**src/rtl/skjp_ram.sv**
```systemverilog
`default_nettype none
module skjp_ram #(
	parameter int WIDTH = 32,
	parameter int DEPTH = 64
) (
	input  wire logic                     clk,
	input  wire logic                     we,
	input  wire logic [$clog2(DEPTH)-1:0] waddr,
	input  wire logic [WIDTH-1:0]         wdata,
	input  wire logic [$clog2(DEPTH)-1:0] raddr,
	output logic      [WIDTH-1:0]         rdata
);
	logic [WIDTH-1:0] mem [DEPTH];

	always_ff @(posedge clk) begin
		if (we)
			mem[waddr] <= wdata;
		rdata <= mem[raddr];
	end
endmodule
`default_nettype wire

```
**config.mk**
```make
export PLATFORM = sky130hd
export DESIGN_NAME = skjp_ram
export DESIGN_NICKNAME = d
export VERILOG_FILES = /design/src/rtl/skjp_ram.sv
export SDC_FILE = /design/constraint.sdc
export NUM_CORES = 2
export LEC_CHECK = 0
export CAP_MARGIN = 10
export CORE_MARGIN = 4
export CORE_UTILIZATION = 50
export CTS_BUF_LIST = sky130_fd_sc_hd__clkbuf_4 sky130_fd_sc_hd__clkbuf_8 sky130_fd_sc_hd__clkbuf_16
export DETAILED_ROUTE_END_ITERATION = 6
export DONT_BUFFER_PORTS = 1
export PLACE_DENSITY = 0.7
export SYNTH_ARGS = -nofsm -noshare
export SYNTH_HDL_FRONTEND = slang
export SYNTH_SLANG_ARGS = --single-unit
```
**constraint.sdc**
```tcl
create_clock -name clk -period 5.96 [get_ports clk]
set_clock_uncertainty 0.15 [all_clocks]
set_input_delay 0.596 -clock clk [delete_from_list [all_inputs] [get_ports clk]]
set_output_delay 0.596 -clock clk [all_outputs]
set_load 0.05 [all_outputs]
```
# After elaboration in Yosys (flattened, before gate mapping)
# Memories as Yosys holds them, arrays and structs flattened. A register that Yosys moved wholly into a read port is not among the register bits.
# Index checks and enable logic that the tools add are counted.
[totals]
register_bits = 0
mem_bits_rw = 2048
out_inout_bits = 32
wordCells = 3
mem_count = 1
[mem_list]
columns = ["name", "words", "width", "read_ports", "rd_ports_with_merged_regs", "write_ports", "line", "text"]
rows = [
  ["mem", 64, 32, 1, 1, 1, "13", "logic [WIDTH-1:0] mem [DEPTH];"],
]
[classes]
n_mux = 2
[op_table]
columns = ["operator", "count"]
rows = [
  ["two-way mux 1 bit", 2],
]

# Logic depth before layout (Yosys ltp)
[depth]
depth_word = 2
mapped_depth = 10
mapped_depth_nobuf = 5

# Worst setup path before layout
# No wires, ideal clock.
[synth_path]
kind = "input to register"
startpoint = "in waddr[3]"
endpoint = "mem mem[48][0], enable pin"
setup_ps = 461
t_arrival_ps = 3295
required_ps = 5349
setup_slack_ps = 2054
cell_stages = 4
n_path_buf = 1
cell_sequence = "clkbuf_1 > nor2b_1 > nand4b_1 > nor3_1"
[synth_lines]
columns = ["element", "line", "text"]
rows = [
  ["start: declaration", "8", "input wire logic [$clog2(DEPTH)-1:0] waddr,"],
  ["end: declaration", "13", ""],
]
# Straight into the memory's write port.

==> impl_metrics.yaml <==
status:
  status: "finished, violations left"
  violations: "max-slew violations, negative setup slack"
drt:
  ant_nets: 0
  drt_iter0_drc: 5620
  via_per_inst: 6.44
  wl_per_cell_um: 33.6
  dr_total_vias: 36900
  drcViolationCount: 0
  firstDrtPassIters: 5
  wirelength_mm: 193
synthesis:
  synthArstFlopShare_pct: 0
  ys_warn_count: 0
  yosysSeqAreaShare_pct: 79.1
  ys_ff_latch: 2080
  yosys.area.top_type: "edfxtp_1"
  synth_area_leaders: "edfxtp_1 78%, mux4_2 16%, mux2i_1 1.2%, dfxtp_1 0.82%, o22ai_1 0.67%"
  avgSynthCellArea_um2: 23.6
  syn_inst: 3324
  synth_top_area_share_pct: 78.3
  synth_area_mm2: 0.0785
  syn-num-nets: 3370
  synth-edff-count: 2048
  yosys_most_used_dff: "edfxtp_1"
  ys_types: 34
cells_and_area:
  layout_commonest_cell: "edfxtp_1"
  stdcell_count: 5729
  mostFrequentLayoutCells: "2048 x edfxtp_1, 544 x mux4_2, 203 x clkbuf_16, 93 x mux2i_1, 84 x o22ai_1"
  final_cell_area_mm2: 0.0893
  synthToLayoutAreaGrowth_pct: 13.7
  fin_nets: 3542
  final_core_utilization_pct: 57.2
  drive_gt1_share_pct: 28.8
sta:
  setup_slack_ns: -0.413
  setup_viol: 5
  min_period_ns: 6.37
  final_hold_viol_count: 0
  fmax_mhz: 157
  drv_slew: 451
  rsz0062_at_grt: "false"
  fin_crit_sh_pct: 107
  worst_pin_slew_ns: 5.49
  max_slew_margin_pct: -266
worst_hold_path:
  holdCritPathClass: "in2reg"
floorplan:
  die_area_mm2: 0.163
  num_rows: 145
  die_y_um: 404
  start_util_pct: 50.3
  io_pins: 78
  die_x_um: 404
  core_mm2: 0.156
critical_path:
  cp_data_arrival_time_ns: 6.89
  worstPathMaxFanout: 513
  cp_common_cell: "mux4_2"
  reg2reg_slack_ns: 3.32
  critPathRequiredTime_ns: 6.47
  startpoint_type: "input port"
  slowest_delay_ns: 2.43
  cp_slowest_cell: "mux4_2"
  cp_cell_sequence: "mux4_2 -> mux4_2 -> o22ai_1 -> nor2_1"
  criticalPathCategory: "in2reg"
  endpoint_kind: "register"
clock_tree:
  cts_buffer_depth: 3
  post_cts_resized: 0
  cts_tree: "done"
  post_cts_buffers: 0
  cts_root_buffer: "clkbuf_16"
  htreeDepth: 4
  cts.clk_slew.worst_paths_ns: 0.06
  clock_latency_ns: 0.82
  cts_sinks: 2080
  numCtsBuffers: 200
power:
  peakVddDrop_v: 0.000293
  power_density_mw_per_mm2: 341
  p_leak_nw: 27.7
  total_power_mw: 30.5
placement:
  post_dp_cell_area_mm2: 0.0813
  portBuffers: 0
  place.gp.congestion: 0.791
  hpwl_mm: 101
  pre_cts_ws_ns: 2.54
  dp_cells: 5279
global_routing:
  grt_pass1_vias: 36800
  grt_pass1_wl_mm: 277
  antenna_found_initial: 6
  grt-ovfl-total: 0
  grt_util_all_layers_pct: 23.8
  grt_max_degree: 514
job:
  maxCapViolations: 0
[critical path, delay by kind of cell]
| family | cells | cell delay [ns] |
|---|---|---|
| compound gates | 1 | 0.69 |
| mux | 2 | 2.97 |
| simple gates | 1 | 0.10 |
[per-layer routing]
metal	vias up	share of wire, %	track usage [%]
met1	19800	40	36.1
met3	284	11	5.10
li1	14600	-	-
met2	2153	47	36.1
met5	-	0.0068	0
met4	2	2.2	5.57
[cell type report]
cell class / instances / area, um^2
Multi-Input combinational cell: 1062 / 16000
Tap cell: 2058 / 2570
Fill cell: 11000 / 66900
Clock inverter: 119 / 1200
Clock buffer: 253 / 5520
Sequential cell: 2080 / 62100
Antenna cell: 5 / 12.5
Timing Repair Buffer: 152 / 1890
[registers in the layout (all words and copies together) (netlist names)]
signal,count
rdata,32
mem,2048
[per-stage QoR]
step,TNS [ns],hold slack [ns]
CTS,0,0.00289
finish,-0.661,0.0545
global placement,0,0.549
floorplan,0,0.513
global route,0,0.00654
detailed placement,0,0.548
[what timing repair did]
item,CTS,global route
hold buffers,72,1
endpoints found under the setup margin,0,0
endpoints found under the hold margin,2085,1
[report_power, final]
group          switching (mW)  total [mW]  internal [mW]
combinational           0.625        1.25          0.630
clock                    5.38        12.8           7.44
sequential              0.190        16.4           16.2
[synthesized netlist by cell type (all sizes together), types with 5 or more instances]
master  instances
nand2b          8
clkbuf         74
nor2b          15
nand2          26
mux4          544
dfxtp          32
mux2i          93
a22oi          12
or3b            5
nand3           5
nor2          137
o221ai         27
edfxtp       2048
nand3b          5
buf           108
a21oi          62
o22ai          84
nor3            7
a311oi          8
[cell families (layout without fill, tap and decap cells)]
group	Yosys count	after routing	synth area share (%)
flip-flops	2080	2080	79.1
multiplexers	637	637	16.8
AND/OR/NAND/NOR	223	223	1.27
AO/OA/AOI/OAI	202	202	1.67
buffers and inverters	182	524	1.13
other	0	5	0
[path summary, 6_finish.rpt]
path                             endpoint  cells after the start         from
worst max register to register  rdata[11]                      5  mem[45][11]
worst max-delay path            rdata[30]                      4     raddr[0]
worst min-delay path            rdata[31]                      2     raddr[4]
worst min register to register   rdata[8]                      4   mem[28][8]
(Power assumes the default switching activity.)
