File: config.mk
export PLATFORM = sky130hd
export DESIGN_NAME = skjp_mac
export DESIGN_NICKNAME = d
export VERILOG_FILES = /design/src/rtl/skjp_pkg.sv /design/src/rtl/skjp_mac.sv
export SDC_FILE = /design/constraint.sdc
export NUM_CORES = 2
export LEC_CHECK = 0
export ABC_AREA = 1
export BUFFER_PORTS_ARGS = -buffer_cell sky130_fd_sc_hd__buf_2
export CAP_MARGIN = 30
export CORE_UTILIZATION = 56
export DETAILED_ROUTE_END_ITERATION = 7
export GPL_TIMING_DRIVEN = 0
export PLACE_DENSITY = 0.83
export SLEW_MARGIN = 20
export SYNTH_ARGS = -nofsm -noshare
export SYNTH_HDL_FRONTEND = slang
export SYNTH_SLANG_ARGS = --single-unit
File: constraint.sdc
create_clock -name clk -period 14.2 [get_ports clk]
set_clock_uncertainty 0.15 [all_clocks]
set_input_delay 3.55 -clock clk [delete_from_list [all_inputs] [get_ports clk]]
set_output_delay 3.55 -clock clk [all_outputs]
set_load 0.05 [all_outputs]
File: src/rtl/skjp_pkg.sv
`default_nettype none
package skjp_pkg;

	localparam int MAX_JOINTS_DEF = 64;
	localparam int FRAC_BITS_DEF  = 16;
	localparam int ACC_W          = 68;

	localparam logic [2:0] CMD_POS     = 3'd0;
	localparam logic [2:0] CMD_QUAT    = 3'd1;
	localparam logic [2:0] CMD_SCALE   = 3'd2;
	localparam logic [2:0] CMD_IBIND   = 3'd3;
	localparam logic [2:0] CMD_COMPUTE = 3'd4;

	localparam logic [1:0] ST_OK         = 2'd0;
	localparam logic [1:0] ST_BAD_JOINT  = 2'd1;
	localparam logic [1:0] ST_BAD_PARENT = 2'd2;

	localparam logic [1:0] DST_ROT = 2'd0;
	localparam logic [1:0] DST_LOC = 2'd1;
	localparam logic [1:0] DST_WLD = 2'd2;
	localparam logic [1:0] DST_FIN = 2'd3;

	// Word slots of one joint in the parameter memory.
	localparam logic [4:0] SLOT_POS    = 5'd0;
	localparam logic [4:0] SLOT_PARENT = 5'd3;
	localparam logic [4:0] SLOT_QUAT   = 5'd4;
	localparam logic [4:0] SLOT_SCALE  = 5'd8;
	localparam logic [4:0] SLOT_IBIND  = 5'd16;
	localparam logic [3:0] FETCH_LAST  = 4'd10;

	localparam logic [1:0] Q_X = 2'd0;
	localparam logic [1:0] Q_Y = 2'd1;
	localparam logic [1:0] Q_Z = 2'd2;
	localparam logic [1:0] Q_W = 2'd3;

	localparam logic signed [ACC_W-1:0] SAT_MAX = 68'sd2147483647;
	localparam logic signed [ACC_W-1:0] SAT_MIN = -68'sd2147483648;

	typedef struct packed {
		logic               valid;
		logic               a_ram;
		logic               b_ram;
		logic signed [31:0] a_val;
		logic signed [31:0] b_val;
		logic               first;
		logic               last;
		logic               neg;
		logic               dbl;
		logic               init_one;
		logic [1:0]         dst_kind;
		logic [3:0]         dst_idx;
	} mac_op_t;

	typedef struct packed {
		logic               valid;
		logic [1:0]         dst_kind;
		logic [3:0]         dst_idx;
		logic signed [31:0] value;
	} mac_res_t;

	typedef struct packed {
		logic [1:0] a_idx;
		logic [1:0] b_idx;
		logic       neg;
		logic       init_one;
	} rot_term_t;

	function automatic logic signed [31:0] sat32(input logic signed [ACC_W-1:0] v);
		logic signed [31:0] r;
		if (v > SAT_MAX)
			r = 32'sh7FFFFFFF;
		else if (v < SAT_MIN)
			r = 32'sh80000000;
		else
			r = v[31:0];
		return r;
	endfunction

	// Rotation element e is built from two doubled quaternion products.
	function automatic rot_term_t rot_term(input logic [3:0] e, input logic t);
		rot_term_t r;
		r.init_one = 1'b0;
		r.neg      = 1'b0;
		r.a_idx    = Q_X;
		r.b_idx    = Q_X;
		case (e)
			4'd0: begin
				r.init_one = 1'b1; r.neg = 1'b1;
				r.a_idx = t ? Q_Z : Q_Y; r.b_idx = t ? Q_Z : Q_Y;
			end
			4'd1: begin
				r.a_idx = t ? Q_W : Q_X; r.b_idx = t ? Q_Z : Q_Y; r.neg = t;
			end
			4'd2: begin
				r.a_idx = t ? Q_W : Q_X; r.b_idx = t ? Q_Y : Q_Z;
			end
			4'd3: begin
				r.a_idx = t ? Q_W : Q_X; r.b_idx = t ? Q_Z : Q_Y;
			end
			4'd4: begin
				r.init_one = 1'b1; r.neg = 1'b1;
				r.a_idx = t ? Q_Z : Q_X; r.b_idx = t ? Q_Z : Q_X;
			end
			4'd5: begin
				r.a_idx = t ? Q_W : Q_Y; r.b_idx = t ? Q_X : Q_Z; r.neg = t;
			end
			4'd6: begin
				r.a_idx = t ? Q_W : Q_X; r.b_idx = t ? Q_Y : Q_Z; r.neg = t;
			end
			4'd7: begin
				r.a_idx = t ? Q_W : Q_Y; r.b_idx = t ? Q_X : Q_Z;
			end
			4'd8: begin
				r.init_one = 1'b1; r.neg = 1'b1;
				r.a_idx = t ? Q_Y : Q_X; r.b_idx = t ? Q_Y : Q_X;
			end
			default: begin
				r.init_one = 1'b0;
			end
		endcase
		return r;
	endfunction

endpackage
`default_nettype wire

File: src/rtl/skjp_mac.sv
`default_nettype none
module skjp_mac #(
	parameter int FRAC_BITS = skjp_pkg::FRAC_BITS_DEF
) (
	input  wire logic               clk,
	input  wire logic               arst_n,
	input  wire skjp_pkg::mac_op_t  op,
	input  wire logic signed [31:0] a_mem,
	input  wire logic signed [31:0] b_mem,
	output skjp_pkg::mac_res_t      res,
	output logic                    busy
);
	import skjp_pkg::*;

	localparam logic signed [ACC_W-1:0] ONE = ACC_W'(1) << FRAC_BITS;

	mac_op_t                  op_s1;
	mac_op_t                  ctl_s2;
	logic signed [63:0]       prod_s2;
	logic signed [ACC_W-1:0]  acc_q;
	logic signed [31:0]       a_op;
	logic signed [31:0]       b_op;
	logic signed [63:0]       term;
	logic signed [ACC_W-1:0]  term_x;
	logic signed [ACC_W-1:0]  base;
	logic signed [ACC_W-1:0]  sum;

	assign a_op = op_s1.a_ram ? a_mem : op_s1.a_val;
	assign b_op = op_s1.b_ram ? b_mem : op_s1.b_val;

	always_ff @(posedge clk or negedge arst_n) begin
		if (!arst_n) begin
			op_s1  <= '0;
			ctl_s2 <= '0;
		end else begin
			op_s1  <= op;
			ctl_s2 <= op_s1;
		end
	end

	always_ff @(posedge clk) begin
		prod_s2 <= a_op * b_op;
		if (ctl_s2.valid)
			acc_q <= sum;
	end

	// The arithmetic shift floors the product, matching truncation toward minus infinity.
	always_comb begin
		term   = prod_s2 >>> FRAC_BITS;
		term_x = ctl_s2.dbl ? (ACC_W'(term) <<< 1) : ACC_W'(term);
		if (ctl_s2.first)
			base = ctl_s2.init_one ? ONE : '0;
		else
			base = acc_q;
		sum = ctl_s2.neg ? (base - term_x) : (base + term_x);
	end

	assign res.valid    = ctl_s2.valid && ctl_s2.last;
	assign res.dst_kind = ctl_s2.dst_kind;
	assign res.dst_idx  = ctl_s2.dst_idx;
	assign res.value    = sat32(sum);
	assign busy         = op_s1.valid || ctl_s2.valid;
endmodule
`default_nettype wire

# Word-level counts from Yosys, hierarchy flattened
# Index checks and enable logic that the tools add are counted.
# totals
in_bits	144
ff_bits	222
out_inout_bits	40
word_cells	37
# classes
multipliers	1
n_mux	8
n_reduce_logical	2
n_lt_le_gt_ge	2
n_addsub	2
# ops
cell	n
$mux W68	2
$mux W32	4
$add A68 B49 Y68	1
$gt A68 B32 Y1 const B	1
$lt A68 B32 Y1 const B	1
$sub A68 B49 Y68	1
$mul A32 B32 Y64	1
$mux W48	1
$mux W17	1
$logic_and A1 B1 Y1	1
$logic_or A1 B1 Y1	1

# Logic depth before layout (Yosys ltp)
# depth
depth_word	7
ltp_mapped	38
ltp_nobuf	36

# Worst setup path after synthesis
# Ideal clock, no wire load.
# synth_timing
path_type	input to register
from	input port a_mem[31]
to	register prod_s2[63]
required_ps	13929
setup_slack_ps	3198
stages	25
arrival_ps	10731
path_buffers	1
setup_ps	121
path_cell_list	inv_1 > nand2_1 > o21ai_1 > clkbuf_1 > nor2_1 > fa_1 > inv_1 > fa_1 > inv_1 > fa_1 > fa_1 > fa_1 > fa_1 > inv_1 > fa_1 > inv_1 > fa_1 > ha_1 > a21oi_1 > o21a_1 > a21boi_0 > nor2_1 > a211oi_1 > nand2_1 > xor2_1
# synth_between
elab_chain_cells	2
# synth_lines
element	line_no	rtl
start, declared	skjp_mac.sv:8	input wire logic signed [31:0] a_mem,
$mux W32	skjp_mac.sv:28	assign a_op = op_s1.a_ram ? a_mem : op_s1.a_val;
$mul A32 B32 Y64	skjp_mac.sv:42	prod_s2 <= a_op * b_op;
end signal, assigned	skjp_mac.sv:42	
end, declared	skjp_mac.sv:19	logic signed [63:0] prod_s2;
# Every way passes these cells.
# A chain may end at the register's enable or synchronous reset.

# Worst setup path after layout
# layout_timing
from	input port a_mem[31]
to	register prod_s2[53]
# Same word-level chain as after synthesis.

==> run metrics <==
share of cells above drive strength 1 0.0535; total gr overflow 0; Final setup viols 0; Resized cells post-CTS 0; routed vias 45.4k; Post-CTS Hold Fix Bufs 0; Total GRT Usage 0.463; failing checks DRC; critical setup path kind in2reg; RePlAce Congestion 1.07; Starting Density 0.567; status complete, but fails checks; TNS Setup 0 ns; CTS root buf clkbuf_16; CP Data Arrival Time 13.51 ns; minimum clock period 13.10 ns; met1 Track Usage GR 0.580; initial DRC count 4872; most common cell after layout, fill and taps aside inv_1; Post-Route Utilization 0.614; crit path buf inv count 9; vias per inst 5.73; critical-path maximum fanout 10; most frequent cells in the layout 1547 x inv_1, 1447 x nand2_1, 1081 x fa_1, 900 x nor2_1, 248 x ha_1; setup bufs post-CTS 0; max-cap violations 0; number of flops mapped to enable cells by yosys 68; grt met3 use 0.171; largest net degree at the start of global routing 68; post-synthesis cell area 50400 um2; Fmax 76.4 MHz; IO Count 184; worst endpoint required time 14.62 ns; number of global-route vias before repair 46.9k; Num CTS Buffers 28; Startpoint Class input port; Slew Limit Fails 0; FF+latch count, synth 206; initial antenna violation count 13; Crit-path slowest cell fa_1; Tightest Hold Check Type reg2reg; H-tree levels 1; Worst path max stage delay 1.11 ns; flip-flop and latch area 5260 um2; drt wl/cell 26.0 um; Netlist cell types 52; Worst slew margin 0.221; DP HPWL 180000 um; RSZ-0062 raised after global routing false; 1st-pass router iterations 8; critical path endpoint category flip-flop; Worst-path clk slew 0.06 ns; die footprint 91200 um2; fin crit share 0.922; DRC errors left 27; FP Rows 109; first-pass GRT wire length 299000 um; fin nets 8198; multi-input logic area 38500 um2; TritonCTS clock tree done; CTS Sinks 206; gr busiest metal met2; Mean Syn Cell Area 7.81 um2; Least-Margin Pin Slew 1.17 ns; count of final hold-check violations 0; Filler cells 8051; chip height 302 um; CP dominant cell by count fa_1; Die W 302 um; YS warnings 0; Mapped Cells 6454; clock buffer depth 3; family with the most delay on the worst path adder cells; syn nets 7928; Port Buffer Count 183; antenna viol nets, final 0; clk_lat worst skew 0.65 ns; Post-synth top flop dfrtp_1; GR Util met2 0.687; Core ar. 88800 um2; final wirelength 206000 um; Syn-to-layout area delta 8.26%; post-synthesis sequential area ratio 0.104; ys async rst share 0.437
-- cell usage after synthesis (all sizes together) (48+ instances only) --
| master | instances | area share |
|---|---|---|
| dfxtp | 48 | 0.019 |
| a21oi | 167 | 0.017 |
| xor2 | 106 | 0.018 |
| edfxtp | 68 | 0.041 |
| nand2 | 1450 | 0.11 |
| nor2 | 904 | 0.068 |
| clkbuf | 162 | 0.012 |
| dfrtp | 90 | 0.045 |
| inv | 1552 | 0.12 |
| fa | 1082 | 0.43 |
| ha | 248 | 0.062 |
| o21ai | 215 | 0.021 |
| nand3 | 102 | 0.010 |
-- per-stage QoR --
stage,hold slack (ns),cells,setup WS [ns],area (um2)
2_1_floorplan,0.181,6454,3.20,50400
3_3_place_gp,0.181,7802,0.217,52800
3_5_place_dp,0.186,7845,0.778,53400
4_1_cts,0.192,7895,1.39,54400
5_1_grt,0.202,7911,0.833,54500
6_report,0.202,7919,1.10,54500
-- worst register-to-register path, delay by kind of cell, from the launching register on --
family | cells | cell delay, ns
AND/OR/NAND/NOR | 7 | 1.86
adder cells (fa/ha/maj) | 9 | 5.16
AO/OA/AOI/OAI | 2 | 0.76
XOR/XNOR | 1 | 0.17
flip-flops | 1 | 0.34
buffers and inverters | 10 | 3.12
-- worst paths after layout --
kind / from / to / slack [ns] / cells after the start
max: a_mem[31] / prod_s2[53] / 1.10 / 28
min: op_s1[5] / res[37] / 0.20 / 0
max reg2reg: op_s1[76] / prod_s2[53] / 2.56 / 29
min reg2reg: op_s1[5] / res[37] / 0.20 / 0
max in group asynchronous: arst_n / ctl_s2[77] / 10.53 / 2
min in group asynchronous: arst_n / op_s1[46] / 2.60 / 1
-- cells by family after synthesis --
kind of cell,count (synthesis),share of synthesized area
compound gates,456,0.0490
xor+xnor,138,0.0240
fa+ha+maj,1330,0.492
buf+inv,1771,0.133
flops,206,0.104
mux,1,0.000199
simple gates,2552,0.198
-- area by class of cell --
| type | instances | share of cell area |
|---|---|---|
| Multi-Input combinational cell | 4477 | 0.707 |
| Inverter | 1578 | 0.109 |
| Sequential cell | 206 | 0.0964 |
| Timing Repair Buffer | 240 | 0.0293 |
| Tap cell | 1165 | 0.0267 |
| Clock buffer | 42 | 0.0155 |
| Buffer | 193 | 0.0145 |
| Clock inverter | 8 | 0.00179 |
| Antenna cell | 10 | 0.000459 |
-- state kept, by name (all words and copies together), names as in the netlist --
register  count
ctl_s2        6
res           6
op_s1        78
acc_q        68
prod_s2      48
-- per-layer routing --
layer,vias up,share of wire
li1,19300,-
met1,22400,0.37
met2,2927,0.42
met3,718,0.14
met4,12,0.071
met5,-,0.00051
Power is not shown: default switching activity piles up to over one toggle a cycle in this logic, so the estimate is an artifact.
